$ cat src/rtl/rgb_gamma_clamp_core_macros.svh
// Assertion macros shared by the gamma clamp RTL.
// Depends on nothing; included by files that check their own logic.
`ifndef RGB_GAMMA_CLAMP_CORE_MACROS_SVH
`define RGB_GAMMA_CLAMP_CORE_MACROS_SVH

// Check that cond_a implies cond_b in the same cycle.
`define RGC_ASSERT_IMPL(label, clk, rst_n, cond_a, cond_b) \
    label: assert property (@(posedge clk) disable iff (!rst_n) \
        (cond_a) |-> (cond_b)) else $error("assertion failed");

// Check that cond_a implies cond_b in the next cycle.
`define RGC_ASSERT_NEXT(label, clk, rst_n, cond_a, cond_b) \
    label: assert property (@(posedge clk) disable iff (!rst_n) \
        (cond_a) |=> (cond_b)) else $error("assertion failed");

`endif

$ cat src/rtl/rgc_pkg.sv
// Package for the gamma clamp core: config struct, register indexes,
// reset values, the exp2 root table and the lane latency. No dependencies.
package rgc_pkg;

    localparam int CHANNEL_WIDTH_DEF = 16;
    localparam int REG_W = 16;
    localparam int RATIO_W = 32;
    localparam int IG_W = 29;
    localparam int FRAC_BITS = 16;
    localparam int ADDR_W = 4;

    // register indexes
    localparam logic [1:0] REG_CLAMP = 2'd0;
    localparam logic [1:0] REG_SCALE_M = 2'd1;
    localparam logic [1:0] REG_SCALE_C = 2'd2;
    localparam logic [1:0] REG_GAMMA = 2'd3;

    localparam logic [REG_W-1:0] CLAMP_RST = 16'd256;
    localparam logic [REG_W-1:0] SCALE_RST = 16'd256;
    localparam logic [REG_W-1:0] GAMMA_RST = 16'd9011;
    localparam logic [RATIO_W-1:0] RATIO_RST = 32'd65536;
    localparam logic [IG_W-1:0] IG_RST = 29'd29789;

    typedef struct packed {
        logic [REG_W-1:0]   clamp;
        logic [RATIO_W-1:0] ratio_mc;
        logic [RATIO_W-1:0] ratio_cm;
        logic [IG_W-1:0]    inv_gamma;
    } t_cfg;

    // integer square root, bit by bit
    function automatic logic [63:0] isqrt64(input logic [63:0] v);
        logic [63:0] res;
        logic [63:0] b;
        logic [63:0] rem;
        res = '0;
        b = 64'(1) << 62;
        rem = v;
        for (int j = 0; j < 32; j++) begin
            if (rem >= res + b) begin
                rem = rem - (res + b);
                res = (res >> 1) + b;
            end else begin
                res = res >> 1;
            end
            b = b >> 2;
        end
        return res;
    endfunction

    // 2^(2^-n) in Q1.30, built by repeated square roots from 2.0
    function automatic logic [31:0] root_at(input int n);
        logic [63:0] t;
        t = 64'(1) << 31;
        for (int j = 1; j <= FRAC_BITS; j++) begin
            if (j <= n) begin
                t = isqrt64(t << 30);
            end
        end
        return t[31:0];
    endfunction

    // count of registers in a lane, from the scaling register to the output register
    function automatic int lane_lat(input int w);
        return $clog2(w + RATIO_W) + 2 * FRAC_BITS + 4;
    endfunction

endpackage

$ cat src/rtl/rgc_cfg.sv
// APB register file and shared ratio divider for the gamma clamp core.
// Depends on rgc_pkg and the assertion macro header.
`include "rgb_gamma_clamp_core_macros.svh"
module rgc_cfg (
    input  logic                        i_clk,
    input  logic                        i_rst_n,
    input  logic                        psel,
    input  logic                        penable,
    input  logic                        pwrite,
    input  logic [rgc_pkg::ADDR_W-1:0]  paddr,
    input  logic [31:0]                 pwdata,
    output logic [31:0]                 prdata,
    output logic                        pready,
    output rgc_pkg::t_cfg               o_cfg,
    output logic                        o_busy
);
    import rgc_pkg::*;

    localparam logic [1:0] DIV_MC = 2'd0;
    localparam logic [1:0] DIV_CM = 2'd1;
    localparam logic [1:0] DIV_IG = 2'd2;

    logic [REG_W-1:0]   r_clamp, r_m, r_c, r_g;
    logic [RATIO_W-1:0] r_mc, r_cm;
    logic [IG_W-1:0]    r_ig;
    logic               r_busy, r_load;
    logic [1:0]         r_sel;
    logic [4:0]         r_cnt;
    logic [15:0]        r_rem, r_dvs;
    logic [31:0]        r_quo;

    logic               wr;
    logic [1:0]         idx;
    logic [REG_W-1:0]   m_eff, c_eff, g_eff;
    logic [16:0]        step;
    logic               n_bit;
    logic [15:0]        n_rem;
    logic [31:0]        n_quo;

    assign wr = psel && penable && pwrite;
    assign idx = paddr[ADDR_W-1:2];
    assign pready = 1'b1;

    // zero scale or gamma acts as one
    assign m_eff = (r_m == '0) ? 16'd1 : r_m;
    assign c_eff = (r_c == '0) ? 16'd1 : r_c;
    assign g_eff = (r_g == '0) ? 16'd1 : r_g;

    // one restoring step
    assign step = {r_rem, r_quo[31]};
    assign n_bit = (step >= {1'b0, r_dvs});
    assign n_rem = n_bit ? 16'(step - {1'b0, r_dvs}) : step[15:0];
    assign n_quo = {r_quo[30:0], n_bit};

    // hold registers, restart the ratio sweep on every write
    always_ff @(posedge i_clk) begin
        if (!i_rst_n) begin
            r_clamp <= CLAMP_RST;
            r_m <= SCALE_RST;
            r_c <= SCALE_RST;
            r_g <= GAMMA_RST;
            r_mc <= RATIO_RST;
            r_cm <= RATIO_RST;
            r_ig <= IG_RST;
            r_busy <= 1'b0;
            r_load <= 1'b0;
            r_sel <= DIV_MC;
            r_cnt <= '0;
        end else if (wr) begin
            case (idx)
                REG_CLAMP:   r_clamp <= pwdata[REG_W-1:0];
                REG_SCALE_M: r_m <= pwdata[REG_W-1:0];
                REG_SCALE_C: r_c <= pwdata[REG_W-1:0];
                REG_GAMMA:   r_g <= pwdata[REG_W-1:0];
                default: ;
            endcase
            r_busy <= 1'b1;
            r_load <= 1'b1;
            r_sel <= DIV_MC;
            r_cnt <= '0;
        end else if (r_busy && r_load) begin
            r_load <= 1'b0;
            r_cnt <= '0;
        end else if (r_busy) begin
            r_cnt <= r_cnt + 5'd1;
            if (r_cnt == 5'd31) begin
                case (r_sel)
                    DIV_MC: r_mc <= n_quo;
                    DIV_CM: r_cm <= n_quo;
                    default: r_ig <= n_quo[IG_W-1:0];
                endcase
                if (r_sel == DIV_IG) begin
                    r_busy <= 1'b0;
                end else begin
                    r_sel <= r_sel + 2'd1;
                    r_load <= 1'b1;
                end
            end
        end
    end

    // load operands or advance the divider datapath
    always_ff @(posedge i_clk) begin
        if (r_load) begin
            r_rem <= '0;
            case (r_sel)
                DIV_MC: begin
                    r_quo <= {m_eff, 16'd0};
                    r_dvs <= c_eff;
                end
                DIV_CM: begin
                    r_quo <= {c_eff, 16'd0};
                    r_dvs <= m_eff;
                end
                default: begin
                    r_quo <= 32'd1 << 28;
                    r_dvs <= g_eff;
                end
            endcase
        end else begin
            r_rem <= n_rem;
            r_quo <= n_quo;
        end
    end

    // read back
    always_comb begin
        case (idx)
            REG_CLAMP:   prdata = 32'(r_clamp);
            REG_SCALE_M: prdata = 32'(r_m);
            REG_SCALE_C: prdata = 32'(r_c);
            REG_GAMMA:   prdata = 32'(r_g);
            default:     prdata = '0;
        endcase
    end

    assign o_cfg.clamp = r_clamp;
    assign o_cfg.ratio_mc = r_mc;
    assign o_cfg.ratio_cm = r_cm;
    assign o_cfg.inv_gamma = r_ig;
    assign o_busy = r_busy;

    `RGC_ASSERT_NEXT(a_wr_busy, i_clk, i_rst_n, wr, r_busy)
    `RGC_ASSERT_IMPL(a_cm_hold, i_clk, i_rst_n, !r_busy && $past(!r_busy), $stable(r_cm))
    `RGC_ASSERT_IMPL(a_mc_hold, i_clk, i_rst_n, !r_busy && $past(!r_busy), $stable(r_mc))

endmodule

$ cat config.mk
export PLATFORM = sky130hd
export DESIGN_NAME = rgc_cfg
export DESIGN_NICKNAME = d
export VERILOG_FILES = /design/src/rtl/rgc_pkg.sv /design/src/rtl/rgc_cfg.sv
export VERILOG_INCLUDE_DIRS = /design/src /design/src/rtl
export SDC_FILE = /design/constraint.sdc
export NUM_CORES = 1
export LEC_CHECK = 0
export BUFFER_PORTS_ARGS = -buffer_cell sky130_fd_sc_hd__clkbuf_2
export CAP_MARGIN = 10
export CORE_MARGIN = 4
export CORE_UTILIZATION = 55
export CTS_CLUSTER_SIZE = 8
export DETAILED_ROUTE_END_ITERATION = 6
export GPL_TIMING_DRIVEN = 0
export PLACE_DENSITY = 0.87
export SKIP_LAST_GASP = 1
export SYNTH_ARGS = -nofsm -noshare
export SYNTH_HDL_FRONTEND = slang
export SYNTH_SLANG_ARGS = --single-unit
export TNS_END_PERCENT = 50
$ cat constraint.sdc
create_clock -name i_clk -period 3.9 [get_ports i_clk]
set_clock_uncertainty 0.15 [all_clocks]
set_input_delay 1.17 -clock i_clk [delete_from_list [all_inputs] [get_ports i_clk]]
set_output_delay 1.17 -clock i_clk [all_outputs]
set_load 0.03 [all_outputs]
==> run_results.csv, run 1 <==
group,metric,value,unit
layout,drive_above_1_share,17.75,%
floorplan,design.core.area,17360,um^2
clock_network,cts_hold_buf,0,
min_path,hold_path.class,"flip-flop to flip-flop",
worst_setup_path,critPathSlowestCell,"clkbuf_2",
global_route,antenna_found_initial,0,
worst_setup_path,required,2.58,ns
global_route,grt_use_total,29.28,%
global_route,met2_usage,47.71,%
global_route,use_met3,6.067,%
detailed_routing,drt_iter0_markers,1276,
job,cap_violations,0,
min_path,min_path_cells,2,
synthesis,yosysTopAreaCell,"dfxtp_1",
detailed_routing,drt-total-wl,29.65,mm
global_route,top_usage_layer,"met2",
synthesis,ys_ff_latch,230,
floorplan,start_util,56.27,%
min_path,worstHoldStart,"r_ig[25]",
worst_setup_path,critPathTopFamily,"buffers and inverters",
worst_setup_path,worstSetupStartpointType,"primary input",
clock_network,max-clock-path-buffers,3,
worst_setup_path,r2r.worst_path.cells,9,
worst_setup_path,crit_path_cell_trace,"clkbuf_2 -> clkbuf_2 -> mux4_2 -> clkbuf_2",
clock_network,numCtsBuffers,34,
synthesis,syn_inst,1165,
worst_setup_path,worst_path_most_repeated_cell,"clkbuf_2",
place,port_buffers,148,
clock_network,clk_pin_slew_worst_paths,0.05,ns
worst_setup_path,worstPathArrival,2.45,ns
timing,drv_slew,0,
global_route,grt_pass1_vias,9208,
timing,worstMarginPinSlew,1.246,ns
synthesis,netlist_area,9767,um^2
clock_network,cts_tree,"built",
timing,rsz0062_at_grt,"no",
synthesis,synth_edf_count,16,
status,outcome,"complete, no violations",
min_path,worstHoldEndpoint,"r_ig[25]",
clock_network,cts_sinks,230,
floorplan,die_h,141.3,um
clock_network,clock_tree.root_cell,"clkbuf_16",
synthesis,yosys_warnings,0,
worst_setup_path,regToRegSetupSlack,0.95,ns
power,power_density,575.5,nW/um^2
layout,nNetsFinal,1425,
place,place.gp.congestion,0.9968,
global_route,grt_pass1_wl,47.37,mm
timing,final.setup.tns,0,ns
worst_setup_path,cp-end-kind,"output pin",
floorplan,die_w,141.3,um
clock_network,htreeDepth,2,
synthesis,yosysMostFrequentCell,"nand2_1",
floorplan,dieArea,19950,um^2
layout,multi_input_area,4496,um^2
global_route,grt_overflow,0,
synthesis,synth_cell_type_count,61,
worst_setup_path,crit_path_max_fanout,14,
timing,setup_viol,0,
timing,max_freq,265.0,MHz
timing,fin_crit,3.773,ns
synthesis,ys_seq_area_share,48.78,%
layout,syn2layout_area_growth,20.54,%
synthesis,synthArstFlopShare,0,%
worst_setup_path,crit_type,"primary input to output pin",
detailed_routing,post_drt_wl_per_cell,18.60,um
worst_setup_path,path_buf_inv,3,
floorplan,rows,48,
layout,regArea,4765,um^2
clock_network,postCtsSetupRepairBufs,0,
synthesis,synthTopCellsByCount,"nand2_1, dfxtp_1, a21oi_1",
synthesis,synth_top_area_share,43.86,%
power,p_leak,4.811,nW
power,ir_worst_vdd,0.2852,mV
timing,finalHoldViolCount,0,
floorplan,pin_count,184,
timing,min_period_over_period,96.75,%
global_route,grt_max_degree,18,
layout,antenna_cells,0,
synthesis,synth.area.top_cells,"dfxtp_1, nand2_1, a21oi_1",
worst_setup_path,slowest_delay,0.38,ns
detailed_routing,num_vias,9417,
place,hpwlAfterDp,20.85,mm
clock_network,clock_latency,0.50,ns
layout,fin_util,67.83,%
synthesis,synthFlopType,"dfxtp_1",
worst_setup_path,reg2reg_to,"r_cm[5]",
detailed_routing,drtAntennaViolNets,0,
worst_setup_path,reg2reg_from,"r_cnt[0]",
synthesis,avgSynthCellArea,8.384,um^2
detailed_routing,dr.pass1.iters,7,
layout,fillCellCount,1350,
global_route,met1_usage,36.68,%
timing,slew_headroom,16.30,%
detailed_routing,vias_per_cell,5.908,
detailed_routing,route.detailed.drc,0,
per-layer routing:
metal / part of all wire (%) / up-vias
met1: 38 / 4443
met4: 5.3 / 0
li1: - / 4327
met2: 47 / 528
met3: 9.6 / 119
met5: 0 / -
worst max path at each step:
stage,startpoint,to,slack [ns],depth (start not counted)
final,paddr[3],prdata[8],0.13,4
after global routing,paddr[2],prdata[7],0.04,4
after CTS,paddr[2],prdata[11],0.04,4
after detailed placement,paddr[2],prdata[15],-0.46,5
after global placement,paddr[2],prdata[8],-0.46,5
after floorplan,paddr[2],prdata[10],0.01,3
worst min-delay path, stage by stage (launching register included):
cell	delay, ns
dfxtp_1	0.30
nand2_1	0.05
a21oi_1	0.05
sequential cells by signal, indices dropped and copies added, names as in the netlist:
signal   cells
o_busy       1
r_dvs       16
r_load       1
r_g         16
r_c         16
r_mc        32
r_m         16
r_clamp     16
r_sel        2
r_ig        29
r_cm        32
r_quo       32
r_cnt        5
r_rem       16
what timing repair did:
item                                    in CTS  in global routing
pin swaps                                    0                  0
resized for setup                            2                  2
endpoints found under the setup margin      16                  7
kinds of logic after synthesis:
family | synth area share, %
AND/OR/NAND/NOR | 21.06
multiplexers | 4.010
XOR/XNOR | 0.9864
buffers and inverters | 5.765
other | 0.07689
AO/OA/AOI/OAI | 16.42
flip-flops | 48.78
adder cells (fa/ha/maj) | 2.895
metrics by stage:
| stage | hold WS (ns) | power, mW | worst slack (ns) | std cells | area, um^2 |
|---|---|---|---|---|---|
| 4_1_cts | 0.3042 | 6.768 | 0.03654 | 1594 | 11770 |
| 2_1_floorplan | 0.2951 | 3.836 | 0.01497 | 1180 | 9823 |
| 3_3_place_gp | 0.2936 | 4.120 | -0.4607 | 1553 | 10850 |
| 6_report | 0.3015 | 6.775 | 0.1269 | 1594 | 11770 |
| 5_1_grt | 0.3202 | 7.068 | 0.03700 | 1594 | 11770 |
| 3_5_place_dp | 0.2993 | 4.168 | -0.4584 | 1553 | 10850 |
cells in the final DEF, fill, tap and decap left out, types with 17 or more instances in the layout:
master | synthesis | routed
a21oi_1 | 174 | 174
a22oi_1 | 19 | 19
buf_4 | 17 | 17
clkbuf_1 | 59 | 64
clkbuf_16 | 0 | 35
clkbuf_2 | 0 | 148
conb_1 | 2 | 17
dfxtp_1 | 214 | 214
ha_1 | 21 | 21
inv_1 | 37 | 37
nand2_1 | 343 | 343
nand3_1 | 38 | 38
nor2_1 | 42 | 42
nor2b_1 | 17 | 17
power by group:
group          internal, mW  total [mW]  switching (mW)
Combinational         0.570        1.38           0.814
Sequential             2.60        2.79           0.193
Clock                  1.61        2.60           0.995
Total                  4.77        6.77            2.00
area by class of cell:
cell class | count | area share [%]
plain buffers | 89 | 3.603
repair buffers | 148 | 6.292
clock buffers | 41 | 7.631
flip-flops and latches | 230 | 40.47
multi-input cells | 822 | 38.19
clock inverters | 2 | 0.2444
inverters | 37 | 1.180
well taps | 225 | 2.391
No activity file was read; power rests on OpenSTA's default activity.
==> run 2: changes to the inputs <==
--- a/config.mk
+++ b/config.mk
@@ -15,6 +15,7 @@
 export GPL_TIMING_DRIVEN = 0
 export PLACE_DENSITY = 0.87
 export SKIP_LAST_GASP = 1
+export SLEW_MARGIN = 20
 export SYNTH_ARGS = -nofsm -noshare
 export SYNTH_HDL_FRONTEND = slang
 export SYNTH_SLANG_ARGS = --single-unit
==> constraint.sdc (replaced) <==
create_clock -name i_clk -period 3.9 [get_ports i_clk]
set_clock_uncertainty 0.15 [all_clocks]
set_input_delay 0.195 -clock i_clk [delete_from_list [all_inputs] [get_ports i_clk]]
set_output_delay 0.195 -clock i_clk [all_outputs]
set_load 0.03 [all_outputs]
==> run_results.csv, run 2 (synthesis results as in run 1) <==
group,metric,value,unit
status,outcome,"complete, but fails checks",
status,violations,"design-rule violations",
timing,rsz0062_at_grt,"no",
detailed_routing,drt-total-wl,30.13,mm
layout,multi_input_area,4501,um^2
floorplan,design.core.area,17360,um^2
global_route,grt_pass1_wl,48.18,mm
layout,fin_util,68.84,%
place,port_buffers,148,
clock_network,clock_latency,0.50,ns
detailed_routing,vias_per_cell,5.918,
clock_network,clock_tree.root_cell,"clkbuf_16",
floorplan,start_util,56.27,%
clock_network,cts_tree,"built",
layout,antenna_cells,0,
global_route,grt_overflow,0,
clock_network,cts_resized,0,
power,power_density,569.2,nW/um^2
worst_setup_path,crit_path_cell_trace,"ha_1 -> and3_1 -> ha_1 -> nor2b_1 -> nand2_1 -> nor3_1 -> clkbuf_1 -> nand2_1 -> a21oi_1",
layout,most-common-layout-cells,"nand2_1, dfxtp_1, a21oi_1",
timing,fin_crit,2.954,ns
detailed_routing,route.detailed.drc,17,
timing,slew_headroom,40.81,%
clock_network,htreeDepth,2,
worst_setup_path,critPathSlowestCell,"nor3_1",
timing,finalHoldViolCount,0,
detailed_routing,post_drt_wl_per_cell,18.68,um
power,p_total,6.800,mW
place,hpwlAfterDp,20.85,mm
worst_setup_path,required,4.17,ns
floorplan,die_w,141.3,um
layout,nNetsFinal,1444,
place,place.gp.congestion,0.9968,
power,p_leak,4.880,nW
power,ir_worst_vdd,0.2856,mV
floorplan,dieArea,19950,um^2
timing,drv_slew,0,
timing,worstMarginPinSlew,0.8811,ns
timing,final.setup.tns,0,ns
clock_network,clk_pin_slew_worst_paths,0.05,ns
floorplan,rows,48,
worst_setup_path,slowest_delay,0.72,ns
worst_setup_path,cp-end-kind,"flip-flop",
layout,drive_above_1_share,17.51,%
detailed_routing,num_vias,9546,
timing,setup_viol,0,
detailed_routing,drt_iter0_markers,1278,
layout,syn2layout_area_growth,22.33,%
clock_network,numCtsBuffers,34,
timing,max_freq,338.5,MHz
clock_network,cts_sinks,230,
layout,reg_top3,"r_cm (32), r_mc (32), r_quo (32)",
detailed_routing,dr.pass1.iters,7,
clock_network,max-clock-path-buffers,3,
worst_setup_path,worstSetupStartpointType,"flip-flop",
floorplan,pin_count,184,
global_route,grt_pass1_vias,9358,
floorplan,die_h,141.3,um
layout,mostFrequentLayoutCell,"nand2_1",
place,dp_slack,1.143,ns
detailed_routing,drtAntennaViolNets,0,
global_route,grt_max_degree,18,
timing,holdWs,0.1883,ns
timing,min_period_over_period,75.74,%
layout,regArea,4765,um^2
layout,fillCellCount,1319,
global_route,grt_use_total,29.82,%
min_path,hold_path.class,"primary input to flip-flop",
job,cap_violations,0,
worst_setup_path,crit_path_max_fanout,10,
worst_setup_path,worstPathArrival,3.23,ns
worst_setup_path,crit_type,"flip-flop to flip-flop",
timing,layout_setup_ws,0.9461,ns
global_route,antenna_found_initial,0,
## run 2: report_power, final
| group | switching, mW | leakage, nW | internal (mW) |
|---|---|---|---|
| sequential | 0.194 | 1.89 | 2.60 |
| combinational | 0.820 | 2.54 | 0.581 |
| clock | 1.00 | 0.453 | 1.61 |
## run 2: layer usage
| layer | routed length (um) | up-vias | global-route usage (%) |
|---|---|---|---|
| met5 | 0 | - | 0 |
| met4 | 1649 | 0 | 16.06 |
| met3 | 2725 | 130 | 6.269 |
| met2 | 14230 | 556 | 48.96 |
| met1 | 11520 | 4478 | 36.83 |
| li1 | - | 4382 | - |
## run 2: per-stage QoR
stage | cell area (um^2) | std cells
3_5_place_dp | 10850 | 1553
6_report | 11950 | 1613
3_3_place_gp | 10850 | 1553
2_1_floorplan | 9823 | 1180
5_1_grt | 11950 | 1613
4_1_cts | 11940 | 1613
## run 2: timing repair
item / CTS / global route
setup buffers: 0 / 0
hold buffers: 17 / 0
endpoints found under the hold margin: 67 / 0
setup endpoints to repair: 0 / 0
## run 2: worst max-delay path: cells and delay by family, from the launching register on
kind	cells	cell delay, ns
fa+ha+maj	2	0.36
buf+inv	1	0.47
compound gates	1	0.14
flops	1	0.39
simple gates	5	1.37
## run 2: path summary, 6_finish.rpt
check | slack [ns] | end | cells past startpoint | startpoint
hold / removal | 0.19 | r_m[1] | 5 | paddr[2]
hold reg to reg | 0.30 | r_ig[25] | 2 | r_ig[25]
setup / recovery | 0.95 | r_cm[5] | 9 | r_cnt[0]
setup reg to reg | 0.95 | r_cm[5] | 9 | r_cnt[0]
## run 2: area by class of cell
| cell class | instances | area share, % |
|---|---|---|
| clock inverters | 2 | 0.2409 |
| flip-flops and latches | 230 | 39.88 |
| inverters | 37 | 1.162 |
| clock buffers | 41 | 7.519 |
| multi-input cells | 822 | 37.67 |
| well taps | 225 | 2.356 |
| plain buffers | 91 | 3.550 |
| repair buffers | 165 | 7.624 |
==> run 3: changes to the inputs <==
--- a/config.mk
+++ b/config.mk
@@ -6,6 +6,7 @@
 export SDC_FILE = /design/constraint.sdc
 export NUM_CORES = 1
 export LEC_CHECK = 0
+export ABC_AREA = 1
 export BUFFER_PORTS_ARGS = -buffer_cell sky130_fd_sc_hd__clkbuf_2
 export CAP_MARGIN = 10
 export CORE_MARGIN = 4
==> constraint.sdc (replaced) <==
create_clock -name i_clk -period 2.81 [get_ports i_clk]
set_clock_uncertainty 0.15 [all_clocks]
set_input_delay 0.1405 -clock i_clk [delete_from_list [all_inputs] [get_ports i_clk]]
set_output_delay 0.1405 -clock i_clk [all_outputs]
set_load 0.03 [all_outputs]
==> run_results.csv, run 3 <==
group,metric,value,unit
detailed_routing,routed.top_layer,"met4",
synthesis,synth-compound-area-share,16.74,%
worst_setup_path,required,3.08,ns
synthesis,synth_fa_ha_area_share,2.836,%
layout,antenna_cells,0,
synthesis,avgSynthCellArea,7.549,um^2
clock_network,htreeDepth,2,
place,hpwlAfterDp,22.40,mm
timing,min_period_over_period,88.78,%
global_route,grt_max_degree,18,
layout,fillCellCount,1424,
global_route,grt_pass1_wl,49.16,mm
synthesis,synthArstFlopShare,0,%
synthesis,yosysTopAreaCell,"dfxtp_1",
layout,most-common-layout-cells,"nand2_1, dfxtp_1, nor2_1",
worst_setup_path,crit_type,"flip-flop to flip-flop",
clock_network,cts_tree,"built",
layout,drive_above_1_share,16.92,%
detailed_routing,drt-total-wl,30.83,mm
synthesis,yosysMostFrequentCell,"nand2_1",
detailed_routing,post_drt_wl_per_cell,17.44,um
worst_setup_path,worstSetupStartpointType,"flip-flop",
global_route,grt_overflow,0,
place,dp_slack,0.4122,ns
timing,layout_setup_ws,0.3154,ns
power,switchingPower,3.064,mW
global_route,antenna_found_initial,0,
synthesis,ys_ff_latch,230,
synthesis,synth_top_area_share,42.96,%
layout,reg_top3,"r_cm (32), r_mc (32), r_quo (32)",
place,place.gp.congestion,0.9497,
global_route,grt_use_total,29.91,%
floorplan,die_w,142.7,um
timing,max_freq,400.9,MHz
detailed_routing,drt_iter0_markers,998,
detailed_routing,dr.pass1.iters,6,
timing,finalHoldViolCount,0,
synthesis,yosys.area_share.simple,21.63,%
timing,setup_viol,0,
worst_setup_path,worstPathArrival,2.77,ns
synthesis,synth.area.top_cells,"dfxtp_1, nand2_1, a21oi_1",
clock_network,postCtsSetupRepairBufs,0,
power,power_density,796.9,nW/um^2
timing,worstMarginPinSlew,0.7086,ns
synthesis,synthTopCellsByCount,"nand2_1, dfxtp_1, nor2_1",
detailed_routing,route.detailed.drc,0,
power,p_clk_share,37.4,%
place,port_buffers,148,
clock_network,clock_tree.root_cell,"clkbuf_16",
floorplan,die_h,142.7,um
synthesis,ys_seq_area_share,47.78,%
clock_network,max-clock-path-buffers,3,
layout,nNetsFinal,1600,
detailed_routing,met1Wirelength,12.44,mm
power,p_leak,5.720,nW
detailed_routing,vias_per_cell,5.562,
timing,drv_slew,0,
floorplan,pin_count,184,
synthesis,syn_inst,1321,
min_path,hold_path.class,"primary input to flip-flop",
synthesis,yosys_warnings,0,
power,power.internal,6.613,mW
power,p_seq_share,39.8,%
clock_network,cts_sinks,230,
synthesis,synth_xor_area_share,0.7905,%
detailed_routing,drtAntennaViolNets,0,
floorplan,design.core.area,17540,um^2
global_route,grt_pass1_vias,9466,
power,swShare,31.66,%
synthesis,synth_edf_count,16,
synthesis,synth_cell_type_count,42,
synthesis,synth_top_family_by_area,"simple AND/OR/NAND/NOR gates",
timing,slew_headroom,52.70,%
clock_network,clock_latency,0.51,ns
power,p_comb_share,22.8,%
timing,fin_crit,2.495,ns
synthesis,synth.mux.area_fraction,0,%
floorplan,start_util,56.86,%
job,cap_violations,0,
floorplan,rows,48,
detailed_routing,wl_met2,14.48,mm
worst_setup_path,cp-end-kind,"flip-flop",
timing,holdWs,0.08245,ns
clock_network,numCtsBuffers,34,
synthesis,synthFlopType,"dfxtp_1",
synthesis,netlist_area,9972,um^2
status,outcome,"complete, no violations",
worst_setup_path,regToRegSetupSlack,0.32,ns
timing,final.setup.tns,0,ns
worst_setup_path,crit_path_max_fanout,17,
layout,syn2layout_area_growth,21.78,%
clock_network,clk_pin_slew_worst_paths,0.05,ns
timing,rsz0062_at_grt,"no",
power,ir_worst_vdd,0.5673,mV
floorplan,dieArea,20350,um^2
detailed_routing,met3WireLength,2.929,mm
detailed_routing,num_vias,9833,
layout,mostFrequentLayoutCell,"nand2_1",
run 3: cell count changes after synthesis, moves of 10 or more:
cell | before | now
nor2_1 | 42 | 157
inv_1 | 37 | 141
o21ai_0 | 10 | 113
nand2_1 | 343 | 283
a21oi_1 | 174 | 140
clkbuf_1 | 59 | 34
nor2b_1 | 17 | 0
mux4_2 | 16 | 0
o2111ai_1 | 1 | 16
a22oi_1 | 19 | 5
a222oi_1 | 10 | 0
run 3: metal layers:
| metal | vias up | global-route usage, % |
|---|---|---|
| li1 | 4676 | - |
| met1 | 4515 | 39.23 |
| met2 | 551 | 49.33 |
| met3 | 91 | 6.296 |
| met4 | 0 | 10.21 |
| met5 | - | 0 |
run 3: final timing paths:
path / startpoint / endpoint / cells past startpoint
worst max-delay path: r_load / r_cm[29] / 7
worst min-delay path: paddr[3] / r_m[8] / 5
worst max register to register: r_load / r_cm[29] / 7
worst min register to register: r_cm[19] / r_cm[19] / 2
run 3: cell families after synthesis:
kind of cell / after synthesis
AOI/OAI and AO/OA: 303
xor gates and xnor gates: 9
adders and majority gates: 22
buffers and inverters: 233
DFF: 230
other: 2
and+or+nand+nor: 522
run 3: per-stage QoR:
| stage | cell area, um^2 | utilization, % | cells | power [mW] |
|---|---|---|---|---|
| final | 12140 | 69.25 | 1768 | 9.678 |
| after detailed placement | 11050 | 63.01 | 1709 | 6.046 |
| after CTS | 12140 | 69.25 | 1768 | 9.663 |
| after floorplan | 10030 | - | 1336 | 5.476 |
| after global placement | 11050 | 63.01 | 1709 | 5.968 |
| after global routing | 12140 | 69.25 | 1768 | 10.14 |
run 3: area by class of cell:
class / instances / area (um^2) / share of cell area [%]
Buffer: 84 / 452.9 / 3.730
Tap cell: 225 / 281.5 / 2.318
Clock buffer: 40 / 894.6 / 7.367
Inverter: 149 / 559.3 / 4.605
Multi-Input combinational cell: 873 / 4252 / 35.01
Sequential cell: 230 / 4765 / 39.23
Clock inverter: 2 / 28.78 / 0.2370
Timing Repair Buffer: 165 / 910.9 / 7.501
run 3: worst max-delay path: stages (launching register included):
cell and delay [ns]:
dfxtp_1 0.77, buf_2 0.36, inv_2 0.10, and3_4 0.19, nand3_4 0.13, clkbuf_1 0.41
nand2_1 0.11, a21oi_1 0.19
run 3: repair_timing:
| item | CTS | global route |
|---|---|---|
| gates resized for setup | 0 | 0 |
| hold buffers | 17 | 0 |
| hold endpoints to repair | 66 | 0 |
| endpoints found under the setup margin | 0 | 0 |
run 3: power groups by stage:
stage | registers, mW | logic (mW) | clock network (mW)
2_1_floorplan | 3.81 | 1.66 | 0
3_3_place_gp | 3.89 | 2.08 | 0
3_5_place_dp | 3.90 | 2.15 | 0
4_1_cts | 3.84 | 2.18 | 3.64
5_1_grt | 3.87 | 2.50 | 3.77
6_report | 3.85 | 2.21 | 3.62
